File: config.mk
export PLATFORM = sky130hd
export DESIGN_NAME = clipped_glyph_row_blitter
export DESIGN_NICKNAME = d
export VERILOG_FILES = /design/src/hw/rtl/cgb_pkg.sv /design/src/hw/rtl/cgb_calc.sv /design/src/hw/rtl/cgb_out.sv /design/src/hw/rtl/clipped_glyph_row_blitter.sv
export SDC_FILE = /design/constraint.sdc
export NUM_CORES = 1
export LEC_CHECK = 0
export ABC_AREA = 1
export BUFFER_PORTS_ARGS = -buffer_cell sky130_fd_sc_hd__buf_2
export CAP_MARGIN = 40
export CORE_MARGIN = 5
export CORE_UTILIZATION = 32
export DETAILED_ROUTE_END_ITERATION = 6
export GPL_ROUTABILITY_DRIVEN = 1
export HOLD_SLACK_MARGIN = 0.15
export PLACE_DENSITY = 0.47
export RECOVER_POWER = 25
export SYNTH_ARGS = -nofsm -noshare
export SYNTH_HDL_FRONTEND = slang
export SYNTH_SLANG_ARGS = --single-unit
File: constraint.sdc
create_clock -name clk_i -period 10.7 [get_ports clk_i]
set_clock_uncertainty 0.05 [all_clocks]
set_input_delay 1.07 -clock clk_i [delete_from_list [all_inputs] [get_ports clk_i]]
set_output_delay 1.07 -clock clk_i [all_outputs]
set_load 0.05 [all_outputs]
File: src/hw/rtl/cgb_pkg.sv
// Shared types and constants for the clipped glyph row blitter.
// Used by cgb_calc, cgb_out and clipped_glyph_row_blitter; no dependencies.
package cgb_pkg;

  // Default geometry
  localparam int LINE_BYTES       = 80;
  localparam int MAX_GLYPH_HEIGHT = 128;
  localparam int SCREEN_LINES     = 480;

  // Clip register reset values (full screen)
  localparam logic [9:0] CLIP_LEFT_RST   = 10'd0;
  localparam logic [8:0] CLIP_TOP_RST    = 9'd0;
  localparam logic [9:0] CLIP_WIDTH_RST  = 10'd640;
  localparam logic [8:0] CLIP_HEIGHT_RST = 9'd480;

  // Signed width for pixel and line arithmetic, covers every clip edge and origin
  localparam int CMP_W = 14;
  // Signed width of a byte column
  localparam int BC_W  = CMP_W - 3;
  // Signed width of the offset product before truncation
  localparam int OFF_W = CMP_W + 11;

  typedef enum logic [1:0] {
    REG_CLIP_LEFT   = 2'd0,
    REG_CLIP_TOP    = 2'd1,
    REG_CLIP_WIDTH  = 2'd2,
    REG_CLIP_HEIGHT = 2'd3
  } cfg_reg_e;

  // Both candidate writes of one glyph row; a zero mask means no write
  typedef struct packed {
    logic [15:0] off_a;
    logic [15:0] off_b;
    logic [7:0]  mask_a;
    logic [7:0]  mask_b;
    logic [3:0]  color;
  } row_writes_t;

endpackage

File: src/hw/rtl/cgb_calc.sv
// Combinational row evaluation: clip, italic slant, byte split and offsets.
// Depends on cgb_pkg.
module cgb_calc #(
  parameter int LineBytes      = cgb_pkg::LINE_BYTES,
  parameter int MaxGlyphHeight = cgb_pkg::MAX_GLYPH_HEIGHT,
  parameter int ScreenLines    = cgb_pkg::SCREEN_LINES
) (
  input  logic [9:0]               clip_left_i,
  input  logic [8:0]               clip_top_i,
  input  logic [9:0]               clip_width_i,
  input  logic [8:0]               clip_height_i,
  input  logic signed [10:0]       origin_x_i,
  input  logic signed [10:0]       origin_y_i,
  input  logic [6:0]               row_index_i,
  input  logic [7:0]               glyph_height_i,
  input  logic [7:0]               glyph_bits_i,
  input  logic                     italic_i,
  input  logic [3:0]               color_i,
  output cgb_pkg::row_writes_t     writes_o
);
  import cgb_pkg::*;

  localparam logic signed [CMP_W-1:0] SCR_W = CMP_W'(LineBytes * 8);
  localparam logic signed [CMP_W-1:0] SCR_H = CMP_W'(ScreenLines);
  localparam logic [8:0]              MAX_H = 9'(MaxGlyphHeight);
  localparam logic [10:0]             LB    = 11'(LineBytes);

  // Pixels of byte column bc that fall in [x0, x1), bit 7 leftmost
  function automatic logic [7:0] col_mask(input logic signed [BC_W-1:0]  bc,
                                          input logic signed [CMP_W-1:0] x0,
                                          input logic signed [CMP_W-1:0] x1);
    logic [7:0]              m;
    logic signed [CMP_W-1:0] sx;
    m = 8'h00;
    for (int b = 0; b < 8; b++) begin
      sx = $signed({bc, 3'(b)});
      m[3'(7 - b)] = (sx >= x0) && (sx < x1);
    end
    return m;
  endfunction

  logic signed [CMP_W-1:0] left, right, top, bottom;
  logic signed [CMP_W-1:0] x0, x1, y0, y1;
  logic signed [CMP_W-1:0] line, px;
  logic signed [BC_W-1:0]  bc, bc_next;
  logic signed [OFF_W-1:0] base;
  logic [8:0]              h_sat, row9, slant;
  logic [15:0]             spread;
  logic                    row_hit;

  always_comb begin
    left   = $signed(CMP_W'(clip_left_i));
    right  = $signed(CMP_W'(clip_left_i) + CMP_W'(clip_width_i));
    top    = $signed(CMP_W'(clip_top_i));
    bottom = $signed(CMP_W'(clip_top_i) + CMP_W'(clip_height_i));
    x0 = (left   < SCR_W) ? left   : SCR_W;
    x1 = (right  < SCR_W) ? right  : SCR_W;
    y0 = (top    < SCR_H) ? top    : SCR_H;
    y1 = (bottom < SCR_H) ? bottom : SCR_H;

    line    = CMP_W'(origin_y_i) + $signed(CMP_W'(row_index_i));
    row_hit = (line >= y0) && (line < y1);

    // Saturate height, then slant = (height - 1 - row) / 2 for rows inside the glyph
    h_sat = ({1'b0, glyph_height_i} > MAX_H) ? MAX_H : {1'b0, glyph_height_i};
    row9  = {2'b00, row_index_i};
    slant = (italic_i && (row9 < h_sat)) ? ((h_sat - 9'd1 - row9) >> 1) : 9'd0;

    px      = CMP_W'(origin_x_i) + $signed(CMP_W'(slant));
    bc      = $signed(px[CMP_W-1:3]);
    bc_next = bc + BC_W'(1);
    spread  = {glyph_bits_i, 8'h00} >> px[2:0];

    base = line * $signed({1'b0, LB}) + OFF_W'(bc);

    writes_o.off_a  = base[15:0];
    writes_o.off_b  = base[15:0] + 16'd1;
    writes_o.mask_a = spread[15:8] & col_mask(bc, x0, x1) & {8{row_hit}};
    writes_o.mask_b = spread[7:0] & col_mask(bc_next, x0, x1) & {8{row_hit}};
    writes_o.color  = color_i;
  end

endmodule

File: src/hw/rtl/cgb_out.sv
// Two-slot result register: holds the writes of one row and drains them in order.
// Depends on cgb_pkg.
module cgb_out (
  input  logic                 clk_i,
  input  logic                 rst_ni,
  input  logic                 load_i,
  input  cgb_pkg::row_writes_t writes_i,
  output logic                 free_o,
  output logic                 out_valid_o,
  input  logic                 out_ready_i,
  output logic [15:0]          vram_offset_o,
  output logic [7:0]           write_mask_o,
  output logic [3:0]           pixel_color_o,
  output logic                 last_write_o
);
  import cgb_pkg::*;

  logic        a_q, a_d, b_q, b_d;
  logic [15:0] off_a_q, off_b_q;
  logic [7:0]  mask_a_q, mask_b_q;
  logic [3:0]  color_q;
  logic        fire;

  assign out_valid_o   = a_q | b_q;
  assign fire          = out_valid_o & out_ready_i;
  // Free when empty or the final pending write leaves this cycle
  assign free_o        = !(a_q || b_q) || (fire && !(a_q && b_q));
  assign vram_offset_o = a_q ? off_a_q : off_b_q;
  assign write_mask_o  = a_q ? mask_a_q : mask_b_q;
  assign pixel_color_o = color_q;
  assign last_write_o  = a_q ? !b_q : 1'b1;

  always_comb begin
    a_d = a_q;
    b_d = b_q;
    if (load_i) begin
      a_d = (writes_i.mask_a != 8'h00);
      b_d = (writes_i.mask_b != 8'h00);
    end else if (fire) begin
      if (a_q) begin
        a_d = 1'b0;
      end else begin
        b_d = 1'b0;
      end
    end
  end

  always_ff @(posedge clk_i or negedge rst_ni) begin
    if (!rst_ni) begin
      a_q <= 1'b0;
      b_q <= 1'b0;
    end else begin
      a_q <= a_d;
      b_q <= b_d;
    end
  end

  always_ff @(posedge clk_i) begin
    if (load_i) begin
      off_a_q  <= writes_i.off_a;
      off_b_q  <= writes_i.off_b;
      mask_a_q <= writes_i.mask_a;
      mask_b_q <= writes_i.mask_b;
      color_q  <= writes_i.color;
    end
  end

`ifndef SYNTHESIS
  a_nonzero_mask: assert property (@(posedge clk_i) disable iff (!rst_ni)
    out_valid_o |-> (write_mask_o != 8'h00))
    else $error("presented write has an empty mask");

  a_second_follows: assert property (@(posedge clk_i) disable iff (!rst_ni)
    (a_q && b_q && fire) |=> (!a_q && b_q))
    else $error("second write lost after first transaction");

  a_adjacent_bytes: assert property (@(posedge clk_i) disable iff (!rst_ni)
    (a_q && b_q) |-> (off_b_q == off_a_q + 16'd1))
    else $error("pending writes are not adjacent bytes");
`endif

endmodule

File: src/hw/rtl/clipped_glyph_row_blitter.sv
// Flow: a row taken into the input register is evaluated from it and its writes are
// loaded into the result register; the second write goes out once the first is taken.
// Throughput: one row per cycle when it yields at most one write and the output is ready;
// a row with two writes holds the single output write port until both are taken.
// Reset: clip registers return to the full 640x480 screen and both stages empty.
// Depends on cgb_pkg, cgb_calc and cgb_out.
module clipped_glyph_row_blitter #(
  parameter int LineBytes      = cgb_pkg::LINE_BYTES,
  parameter int MaxGlyphHeight = cgb_pkg::MAX_GLYPH_HEIGHT,
  parameter int ScreenLines    = cgb_pkg::SCREEN_LINES
) (
  input  logic               clk_i,
  input  logic               rst_ni,
  // Configuration write port
  input  logic               cfg_we_i,
  input  logic [1:0]         cfg_addr_i,
  input  logic [9:0]         cfg_data_i,
  // Glyph row channel
  input  logic               in_valid_i,
  output logic               in_ready_o,
  input  logic signed [10:0] origin_x_i,
  input  logic signed [10:0] origin_y_i,
  input  logic [6:0]         row_index_i,
  input  logic [7:0]         glyph_height_i,
  input  logic [7:0]         glyph_bits_i,
  input  logic               italic_i,
  input  logic [3:0]         color_i,
  // Frame buffer write channel
  output logic               out_valid_o,
  input  logic               out_ready_i,
  output logic [15:0]        vram_offset_o,
  output logic [7:0]         write_mask_o,
  output logic [3:0]         pixel_color_o,
  output logic               last_write_o
);
  import cgb_pkg::*;

  // Clip rectangle registers
  logic [9:0] clip_left_q;
  logic [8:0] clip_top_q;
  logic [9:0] clip_width_q;
  logic [8:0] clip_height_q;

  always_ff @(posedge clk_i or negedge rst_ni) begin
    if (!rst_ni) begin
      clip_left_q   <= CLIP_LEFT_RST;
      clip_top_q    <= CLIP_TOP_RST;
      clip_width_q  <= CLIP_WIDTH_RST;
      clip_height_q <= CLIP_HEIGHT_RST;
    end else if (cfg_we_i) begin
      case (cfg_reg_e'(cfg_addr_i))
        REG_CLIP_LEFT:   clip_left_q   <= cfg_data_i;
        REG_CLIP_TOP:    clip_top_q    <= cfg_data_i[8:0];
        REG_CLIP_WIDTH:  clip_width_q  <= cfg_data_i;
        REG_CLIP_HEIGHT: clip_height_q <= cfg_data_i[8:0];
        default: ;
      endcase
    end
  end

  // Input register: one glyph row waiting for evaluation
  logic               s_valid_q, s_valid_d;
  logic signed [10:0] s_origin_x_q, s_origin_y_q;
  logic [6:0]         s_row_q;
  logic [7:0]         s_height_q, s_bits_q;
  logic               s_italic_q;
  logic [3:0]         s_color_q;

  row_writes_t writes;
  logic        out_free;
  logic        no_writes;
  logic        advance;
  logic        load;
  logic        in_fire;

  cgb_calc #(
    .LineBytes      (LineBytes),
    .MaxGlyphHeight (MaxGlyphHeight),
    .ScreenLines    (ScreenLines)
  ) u_calc (
    .clip_left_i    (clip_left_q),
    .clip_top_i     (clip_top_q),
    .clip_width_i   (clip_width_q),
    .clip_height_i  (clip_height_q),
    .origin_x_i     (s_origin_x_q),
    .origin_y_i     (s_origin_y_q),
    .row_index_i    (s_row_q),
    .glyph_height_i (s_height_q),
    .glyph_bits_i   (s_bits_q),
    .italic_i       (s_italic_q),
    .color_i        (s_color_q),
    .writes_o       (writes)
  );

  // A fully clipped row leaves at once; otherwise wait for the result register
  assign no_writes  = (writes.mask_a == 8'h00) && (writes.mask_b == 8'h00);
  assign advance    = s_valid_q && (out_free || no_writes);
  assign load       = s_valid_q && out_free;
  assign in_ready_o = !s_valid_q || advance;
  assign in_fire    = in_valid_i && in_ready_o;

  always_comb begin
    s_valid_d = s_valid_q;
    if (in_fire) begin
      s_valid_d = 1'b1;
    end else if (advance) begin
      s_valid_d = 1'b0;
    end
  end

  always_ff @(posedge clk_i or negedge rst_ni) begin
    if (!rst_ni) begin
      s_valid_q <= 1'b0;
    end else begin
      s_valid_q <= s_valid_d;
    end
  end

  // Capture the transaction payload; hold it while the row waits
  always_ff @(posedge clk_i) begin
    if (in_fire) begin
      s_origin_x_q <= origin_x_i;
      s_origin_y_q <= origin_y_i;
      s_row_q      <= row_index_i;
      s_height_q   <= glyph_height_i;
      s_bits_q     <= glyph_bits_i;
      s_italic_q   <= italic_i;
      s_color_q    <= color_i;
    end
  end

  cgb_out u_out (
    .clk_i         (clk_i),
    .rst_ni        (rst_ni),
    .load_i        (load),
    .writes_i      (writes),
    .free_o        (out_free),
    .out_valid_o   (out_valid_o),
    .out_ready_i   (out_ready_i),
    .vram_offset_o (vram_offset_o),
    .write_mask_o  (write_mask_o),
    .pixel_color_o (pixel_color_o),
    .last_write_o  (last_write_o)
  );

`ifndef SYNTHESIS
  a_hold_row: assert property (@(posedge clk_i) disable iff (!rst_ni)
    (s_valid_q && !advance) |=> (s_valid_q && $stable(s_bits_q) && $stable(s_origin_x_q)))
    else $error("waiting row was lost or overwritten");

  a_stall_only_busy: assert property (@(posedge clk_i) disable iff (!rst_ni)
    !in_ready_o |-> (s_valid_q && out_valid_o && !no_writes))
    else $error("input stalled with no pending work");
`endif

endmodule

==> impl_metrics.prom, run 1 <==
# TYPE chip_impl_metric gauge
chip_impl_metric{name="timing.critical_path.buf_inv",unit=""} 8
chip_impl_metric{name="cts_inserted_buffers",unit=""} 17
chip_impl_metric{name="place.port_buffers",unit=""} 93
chip_impl_metric{name="use_met2",unit=""} 0.2588
chip_impl_metric{name="cts-resized-gates",unit=""} 0
chip_impl_info{name="rsz0062_at_grt",value="no"} 1
chip_impl_metric{name="setup_violations",unit=""} 0
chip_impl_info{name="violations",value="capacitance limit, slew limit"} 1
chip_impl_metric{name="final.setup.tns",unit="ps"} 0
chip_impl_metric{name="fillerInstances",unit=""} 3463
chip_impl_metric{name="cp.required",unit="ps"} 9580
chip_impl_metric{name="vias",unit=""} 8711
chip_impl_metric{name="post_drt_via_cell_ratio",unit=""} 4.604
chip_impl_metric{name="dieWidth",unit="um"} 191.7
chip_impl_metric{name="sum_of_overflow_across_all_layers_after_global_routing",unit=""} 0
chip_impl_info{name="cts_root_buf",value="sky130_fd_sc_hd__clkbuf_16"} 1
chip_impl_info{name="largest_area_contributor_in_the_netlist",value="sky130_fd_sc_hd__edfxtp_1"} 1
chip_impl_metric{name="dp_hpwl",unit="um"} 22240
chip_impl_metric{name="total_power_divided_by_cell_area",unit="mW/mm^2"} 221.9
chip_impl_metric{name="n_antenna_cell",unit=""} 0
chip_impl_metric{name="die_outline_area",unit="sq mm"} 0.03676
chip_impl_metric{name="number_of_global_route_vias_before_repair",unit=""} 8476
chip_impl_metric{name="clock_latency",unit="ps"} 450
chip_impl_metric{name="report.final.slew_viol_count",unit=""} 37
chip_impl_metric{name="drc_errors",unit=""} 0
chip_impl_info{name="critPathSlowestCell",value="sky130_fd_sc_hd__edfxtp_1"} 1
chip_impl_info{name="nature_of_the_critical_path_endpoint",value="output pin"} 1
chip_impl_metric{name="ioPinCount",unit=""} 98
chip_impl_metric{name="layout.cells.non_filler",unit=""} 1892
chip_impl_metric{name="static-leakage-power",unit="nW"} 6.098
chip_impl_info{name="timing.critical_path.from_type",value="flip-flop"} 1
chip_impl_metric{name="grt_antenna_before_repair",unit=""} 0
chip_impl_metric{name="postLayoutCellArea",unit="sq mm"} 0.01212
chip_impl_metric{name="postCtsSetupBuffers",unit=""} 0
chip_impl_metric{name="crit_path_max_incr_delay",unit="ps"} 450
chip_impl_metric{name="tightestPinTransition",unit="ps"} 1957
chip_impl_info{name="hp-class",value="reg -> reg"} 1
chip_impl_metric{name="start_util",unit=""} 0.3248
chip_impl_metric{name="drt_pass_1_iters",unit=""} 4
chip_impl_metric{name="seq_area",unit="sq mm"} 0.003826
chip_impl_metric{name="timing.critical_path.fanout_max",unit=""} 6
chip_impl_info{name="final_common_cell",value="sky130_fd_sc_hd__nand2_1"} 1
chip_impl_metric{name="post_place_cell_area",unit="sq mm"} 0.01155
chip_impl_metric{name="postCtsHoldBufs",unit=""} 0
chip_impl_info{name="cts_tree",value="built"} 1
chip_impl_metric{name="htreeDepth",unit=""} 4
chip_impl_metric{name="synth_sequential_area_ratio",unit=""} 0.3620
chip_impl_info{name="worst_path_most_repeated_cell",value="sky130_fd_sc_hd__nand2_1"} 1
chip_impl_metric{name="grt_use_total",unit=""} 0.1531
chip_impl_metric{name="synth_enable_flop_cells",unit=""} 93
chip_impl_metric{name="synthToLayoutAreaGrowth",unit="%"} 14.67
chip_impl_metric{name="largest_net_degree_at_the_start_of_global_routing",unit=""} 51
chip_impl_info{name="layout_common_cells",value="sky130_fd_sc_hd__nand2_1 (388), sky130_fd_sc_hd__inv_1 (193), sky130_fd_sc_hd__ha_1 (123)"} 1
chip_impl_info{name="grt_most_used_layer",value="met2"} 1
chip_impl_metric{name="detail_route.wirelength",unit="um"} 27400
chip_impl_metric{name="fmax",unit="MHz"} 126.3
chip_impl_metric{name="drt_iter0_drc",unit=""} 402
chip_impl_metric{name="avgRoutedWirePerCell",unit="um"} 14.48
chip_impl_metric{name="share_of_final_layout_standard_cells_stronger_than_drive_strength_1",unit=""} 0.1303
chip_impl_metric{name="ys.warnings.count",unit=""} 0
chip_impl_metric{name="core_area",unit="sq mm"} 0.03254
chip_impl_metric{name="timing_hold_violations_final",unit=""} 0
chip_impl_metric{name="wire_length_of_the_first_global_routing_pass",unit="um"} 43970
chip_impl_metric{name="grt_use_met1",unit=""} 0.1993
chip_impl_metric{name="antenna_violating_nets_post_route",unit=""} 0
chip_impl_metric{name="layout_min_cycle_time",unit="ps"} 7919
chip_impl_info{name="outcome",value="finished with violations"} 1
chip_impl_info{name="setup.worst_path.class",value="reg -> out"} 1
chip_impl_metric{name="postSynthAreaPerCell",unit="sq um"} 7.905
chip_impl_metric{name="globalplace.congestion",unit=""} 0.8590
chip_impl_metric{name="synth.cell_area",unit="sq mm"} 0.01057
chip_impl_metric{name="synth_async_sr_flop_share",unit=""} 0.3060
chip_impl_metric{name="fp.dieH",unit="um"} 191.7
chip_impl_info{name="critical_path.top_delay_family",value="simple AND/OR/NAND/NOR gates"} 1
chip_impl_metric{name="cts_buffer_depth",unit=""} 2
chip_impl_metric{name="worstPathArrival",unit="ps"} 6800
chip_impl_metric{name="yosys.cell_types.count",unit=""} 55
chip_impl_metric{name="fin_nets",unit=""} 1635
chip_impl_metric{name="clock-sinks",unit=""} 134
chip_impl_metric{name="irDropWorstVdd",unit="mV"} 0.1250
chip_impl_metric{name="fin_crit_sh",unit=""} 0.7401
chip_impl_metric{name="std_cell_rows",unit=""} 66
chip_impl_metric{name="max-cap-violations",unit=""} 1
chip_impl_info{name="synth-main-ff-cell",value="sky130_fd_sc_hd__edfxtp_1"} 1
chip_impl_metric{name="clk_pin_slew_worst_paths",unit="ps"} 60
chip_impl_metric{name="area_used_by_multi_input_combinational_logic",unit="sq mm"} 0.005924
chip_impl_metric{name="globalRouteMet3Util",unit=""} 0.03126
chip_impl_metric{name="postSynthCellCount",unit=""} 1337
chip_impl_metric{name="timing.max_slew.rel_slack",unit=""} -0.3044
chip_impl_metric{name="synth_top_area_frac",unit=""} 0.2642
chip_impl_metric{name="placed_cells_incl_taps",unit=""} 1861
chip_impl_info{name="synthTopCellsByArea",value="sky130_fd_sc_hd__edfxtp_1 (26%), sky130_fd_sc_hd__ha_1 (15%), sky130_fd_sc_hd__nand2_1 (14%)"} 1
chip_impl_metric{name="yosys_register_bits",unit=""} 134
-- power by group --
part           internal, mW  switching (mW)
sequential            0.692          0.0453
combinational         0.463           0.888
clock                 0.365           0.237
-- worst paths after layout --
path	cells past startpoint	slack [ps]	end	startpoint
worst max-delay path	41	2780	in_ready_o	s_height_q[7]$_DFFE_PP_
worst min-delay path	0	370	u_out.pixel_color_o[3]$_DFFE_PP_	s_color_q[3]$_DFFE_PP_
worst max register to register	42	3550	s_origin_y_q[5]$_DFFE_PP_	s_height_q[7]$_DFFE_PP_
worst min register to register	0	370	u_out.pixel_color_o[3]$_DFFE_PP_	s_color_q[3]$_DFFE_PP_
max in group asynchronous	2	7880	clip_top_q[6]$_DFFE_PN0P_	rst_ni
min in group asynchronous	1	520	u_out.b_q$_DFFE_PN0P_	rst_ni
-- cell usage after synthesis (3+ instances only) --
cell                         n
sky130_fd_sc_hd__nor4_1      4
sky130_fd_sc_hd__nor3_1      6
sky130_fd_sc_hd__nor2_4      3
sky130_fd_sc_hd__clkbuf_1   11
sky130_fd_sc_hd__a21oi_1    63
sky130_fd_sc_hd__or2_2       7
sky130_fd_sc_hd__buf_4       4
sky130_fd_sc_hd__nand3_1    60
sky130_fd_sc_hd__nand4_1    24
sky130_fd_sc_hd__nand3_2     8
sky130_fd_sc_hd__edfxtp_1   93
sky130_fd_sc_hd__a21o_1      9
sky130_fd_sc_hd__o21bai_1    4
sky130_fd_sc_hd__dfrtp_1    35
sky130_fd_sc_hd__o21ai_0    69
sky130_fd_sc_hd__nor2_2      8
sky130_fd_sc_hd__xor2_1     32
sky130_fd_sc_hd__nand2_2    19
sky130_fd_sc_hd__xnor2_1    10
sky130_fd_sc_hd__ha_1      123
sky130_fd_sc_hd__and3_1      4
sky130_fd_sc_hd__a211oi_1    4
sky130_fd_sc_hd__nor3_2      3
sky130_fd_sc_hd__inv_2       5
sky130_fd_sc_hd__inv_1     193
sky130_fd_sc_hd__a31oi_1     5
sky130_fd_sc_hd__dfstp_2     6
sky130_fd_sc_hd__nand2_1   388
sky130_fd_sc_hd__nor2_1     85
sky130_fd_sc_hd__nand3b_1   10
sky130_fd_sc_hd__fa_1        7
-- layout make-up --
type | count | area share
clock buffers | 19 | 0.03572
clock inverters | 12 | 0.01260
inverters | 200 | 0.06195
multi-input cells | 989 | 0.4889
flip-flops and latches | 134 | 0.3157
well taps | 442 | 0.04563
repair buffers | 96 | 0.03954
-- metal layers --
metal | wire length [um] | part of all wire | vias up
met3 | 893 | 0.033 | 22
li1 | - | - | 4603
met5 | 0 | 0 | -
met1 | 13230 | 0.48 | 3973
met2 | 12900 | 0.47 | 113
met4 | 380 | 0.014 | 0
-- flip-flops by register name, indices dropped and copies added (netlist names) --
register and flops:
clip_left_q 10, u_out.b_q 1, clip_top_q 9, s_height_q 8, u_out.a_q 1, s_color_q 4, s_origin_y_q 11, s_bits_q 8
clip_width_q 10, u_out.mask_a_q 4, u_out.off_b_q 16, s_italic_q 1, s_valid_q 1, s_row_q 7, s_origin_x_q 11, u_out.pixel_color_o 4
u_out.mask_b_q 3, u_out.off_a_q 16, clip_height_q 9
-- cell families after synthesis --
family | synth area share
DFF | 0.3620
other | 0.0007106
xor gates and xnor gates | 0.03480
AOI/OAI and AO/OA | 0.09269
adders and majority gates | 0.1589
muxes | 0.0009471
and+or+nand+nor | 0.2707
buffers and inverters | 0.07920
-- metrics by stage --
| stage | hold WS [ps] | utilization | total power [mW] | setup WS [ps] |
|---|---|---|---|---|
| 4_1_cts | 372.8 | 0.3731 | 2.723 | 2741 |
| 6_report | 369.8 | 0.3725 | 2.690 | 2781 |
| 5_1_grt | 375.2 | 0.3725 | 2.928 | 1945 |
| 3_5_place_dp | 357.4 | 0.3551 | 2.106 | 3245 |
| 3_3_place_gp | 354.5 | 0.3545 | 2.088 | 3424 |
| 2_1_floorplan | 350.3 | - | 1.770 | 3532 |
(Power assumes the default switching activity.)
==> run 2, diff against run 1 <==
==> constraint.sdc (replaced) <==
create_clock -name clk_i -period 7.5 [get_ports clk_i]
set_clock_uncertainty 0.05 [all_clocks]
set_input_delay 0.75 -clock clk_i [delete_from_list [all_inputs] [get_ports clk_i]]
set_output_delay 0.75 -clock clk_i [all_outputs]
set_load 0.05 [all_outputs]
==> run 2 against run 1 <==
Compared with the run above: the run still ends with capacitance limit, slew limit left; total power rose by 41%; largest power group unchanged; clock power grew 33%; largest cell class unchanged; sequential share of layout area decreased by 0.33 points.
==> impl_metrics.prom, run 2 (synthesis gave the netlist of run 1 again) <==
# TYPE chip_impl_metric gauge
chip_impl_info{name="outcome",value="finished with violations"} 1
chip_impl_info{name="violations",value="capacitance limit, slew limit"} 1
chip_impl_metric{name="tightestPinTransition",unit="ps"} 1948
chip_impl_metric{name="report.final.slew_viol_count",unit=""} 37
chip_impl_metric{name="wire_length_of_the_first_global_routing_pass",unit="um"} 44480
chip_impl_info{name="timing.critical_path.from_type",value="flip-flop"} 1
chip_impl_metric{name="grt_use_total",unit=""} 0.1549
chip_impl_metric{name="layout_min_cycle_time",unit="ps"} 6981
chip_impl_info{name="setup.worst_path.class",value="reg -> out"} 1
chip_impl_metric{name="start_util",unit=""} 0.3248
chip_impl_metric{name="share_of_final_layout_standard_cells_stronger_than_drive_strength_1",unit=""} 0.1444
chip_impl_info{name="critical_path.top_delay_family",value="simple AND/OR/NAND/NOR gates"} 1
chip_impl_metric{name="crit_path_max_incr_delay",unit="ps"} 400
chip_impl_metric{name="final.setup.tns",unit="ps"} 0
chip_impl_metric{name="power.switching",unit="mW"} 1.681
chip_impl_metric{name="timing.critical_path.buf_inv",unit=""} 7
chip_impl_metric{name="dieWidth",unit="um"} 191.7
chip_impl_metric{name="std_cell_rows",unit=""} 66
chip_impl_metric{name="drc_errors",unit=""} 0
chip_impl_metric{name="sum_of_overflow_across_all_layers_after_global_routing",unit=""} 0
chip_impl_metric{name="detail_route.wirelength",unit="um"} 27500
chip_impl_metric{name="cp.required",unit="ps"} 6700
chip_impl_info{name="cts_tree",value="built"} 1
chip_impl_metric{name="cts_buffer_depth",unit=""} 2
chip_impl_metric{name="vias",unit=""} 8742
chip_impl_metric{name="ioPinCount",unit=""} 98
chip_impl_metric{name="fin_nets",unit=""} 1646
chip_impl_metric{name="antenna_violating_nets_post_route",unit=""} 0
chip_impl_metric{name="core_area",unit="sq mm"} 0.03254
chip_impl_metric{name="fp.dieH",unit="um"} 191.7
chip_impl_metric{name="cell_internal_pwr",unit="mW"} 2.123
chip_impl_metric{name="seq_power_share",unit=""} 0.276
chip_impl_metric{name="post_place_cell_area",unit="sq mm"} 0.01157
chip_impl_metric{name="fin_crit_sh",unit=""} 0.9308
chip_impl_info{name="critPathSlowestCell",value="sky130_fd_sc_hd__edfxtp_1"} 1
chip_impl_metric{name="die_outline_area",unit="sq mm"} 0.03676
chip_impl_metric{name="postLayoutCellArea",unit="sq mm"} 0.01225
chip_impl_metric{name="largest_net_degree_at_the_start_of_global_routing",unit=""} 51
chip_impl_metric{name="grt_antenna_before_repair",unit=""} 0
chip_impl_metric{name="combPwrFrac",unit=""} 0.514
chip_impl_metric{name="fillerInstances",unit=""} 3503
chip_impl_metric{name="final_critical_path_setup_slack",unit="ps"} 518.6
chip_impl_metric{name="worstPathArrival",unit="ps"} 6180
chip_impl_metric{name="avgRoutedWirePerCell",unit="um"} 14.45
chip_impl_metric{name="number_of_global_route_vias_before_repair",unit=""} 8490
chip_impl_metric{name="max-cap-violations",unit=""} 1
chip_impl_metric{name="htreeDepth",unit=""} 4
chip_impl_info{name="cts_root_buf",value="sky130_fd_sc_hd__clkbuf_16"} 1
chip_impl_metric{name="clock-sinks",unit=""} 134
chip_impl_metric{name="fmax",unit="MHz"} 143.2
chip_impl_metric{name="dp_hpwl",unit="um"} 22200
chip_impl_info{name="biggestRegsByFlops",value="u_out.off_a_q x16, u_out.off_b_q x16"} 1
chip_impl_info{name="worst_path_most_repeated_cell",value="sky130_fd_sc_hd__nand2_1"} 1
chip_impl_metric{name="p_sw_frac",unit=""} 0.4420
chip_impl_metric{name="synthToLayoutAreaGrowth",unit="%"} 15.88
chip_impl_metric{name="pre_cts_slack",unit="ps"} 332.6
chip_impl_metric{name="clock_latency",unit="ps"} 450
chip_impl_info{name="nature_of_the_critical_path_endpoint",value="output pin"} 1
chip_impl_metric{name="drt_iter0_drc",unit=""} 412
chip_impl_metric{name="timing_hold_violations_final",unit=""} 0
chip_impl_metric{name="timing.critical_path.fanout_max",unit=""} 5
chip_impl_metric{name="hold_ws",unit="ps"} 369.6
chip_impl_metric{name="clk_pin_slew_worst_paths",unit="ps"} 60
chip_impl_metric{name="n_antenna_cell",unit=""} 0
chip_impl_info{name="final_common_cell",value="sky130_fd_sc_hd__nand2_1"} 1
chip_impl_metric{name="drt_pass_1_iters",unit=""} 7
chip_impl_info{name="hp-class",value="reg -> reg"} 1
chip_impl_metric{name="place.port_buffers",unit=""} 93
chip_impl_info{name="layout_common_cells",value="sky130_fd_sc_hd__nand2_1 (386), sky130_fd_sc_hd__inv_1 (191), sky130_fd_sc_hd__ha_1 (120)"} 1
chip_impl_metric{name="static-leakage-power",unit="nW"} 6.135
chip_impl_metric{name="timing.max_slew.rel_slack",unit=""} -0.2984
chip_impl_metric{name="globalplace.congestion",unit=""} 0.8827
chip_impl_metric{name="setup_violations",unit=""} 0
chip_impl_metric{name="post_drt_via_cell_ratio",unit=""} 4.594
chip_impl_metric{name="irDropWorstVdd",unit="mV"} 0.1714
chip_impl_metric{name="power.clock.fraction",unit=""} 0.210
chip_impl_metric{name="cts_inserted_buffers",unit=""} 17
chip_impl_metric{name="total_power_divided_by_cell_area",unit="mW/mm^2"} 310.6
run 2: changes by cell type in the layout (fill, tap and decap cells not counted), sizes merged:
| cell | previous run | this run |
|---|---|---|
| buf | 91 | 100 |
| bufinv | 3 | 1 |
| clkbuf | 24 | 25 |
| clkinv | 6 | 7 |
| dlygate4sd3 | 0 | 1 |
| inv | 200 | 201 |
run 2: area by class of cell:
type                    instances  area [sq um]  share of cell area
clock buffers                  19         432.9             0.03535
repair buffers                107         581.8             0.04751
inverters                     200         750.7             0.06130
clock inverters                12         105.1            0.008582
flip-flops and latches        134          3826              0.3124
multi-input cells             989          5997              0.4897
well taps                     442         553.0             0.04516
run 2: final timing paths:
| check | to | start | cells after the start | slack (ps) |
|---|---|---|---|---|
| worst max-delay path | in_ready_o | s_height_q[0]$_DFFE_PP_ | 41 | 520 |
| worst min-delay path | u_out.pixel_color_o[3]$_DFFE_PP_ | s_color_q[3]$_DFFE_PP_ | 0 | 370 |
| worst max register to register | s_row_q[4]$_DFFE_PP_ | s_height_q[0]$_DFFE_PP_ | 38 | 1140 |
| worst min register to register | u_out.pixel_color_o[3]$_DFFE_PP_ | s_color_q[3]$_DFFE_PP_ | 0 | 370 |
| max in group asynchronous | clip_top_q[7]$_DFFE_PN0P_ | rst_ni | 3 | 4490 |
| min in group asynchronous | u_out.a_q$_DFFE_PN0P_ | rst_ni | 2 | 730 |
run 2: per-stage QoR:
stage / cells / power (mW) / util
after floorplan: 1340 / 2.525 / -
after global placement: 1860 / 2.985 / 0.3549
after detailed placement: 1861 / 3.003 / 0.3555
after CTS: 1893 / 3.826 / 0.3725
after global routing: 1903 / 4.156 / 0.3764
final: 1903 / 3.804 / 0.3764
run 2: what timing repair did:
action	CTS	global route
setup buffers	0	10
resized for setup	2	19
setup endpoints to repair	1	1
hold buffers	1	0
endpoints found under the hold margin	4	0
pin swaps	0	8
run 2: power by group through the flow:
stage / sequential [mW] / combinational (mW) / clock, mW
finish: 1.05 / 1.96 / 0.799
global route: 1.07 / 2.24 / 0.853
CTS: 1.05 / 1.95 / 0.826
detailed placement: 1.07 / 1.94 / 0
global placement: 1.07 / 1.92 / 0
floorplan: 1.05 / 1.48 / 0
run 2: per-layer routing:
layer	global-route usage	vias up	share of wire
met5	0	-	0
met4	0.05387	0	0.021
met2	0.2541	133	0.47
met1	0.2078	3950	0.48
met3	0.02490	35	0.032
li1	-	4624	-
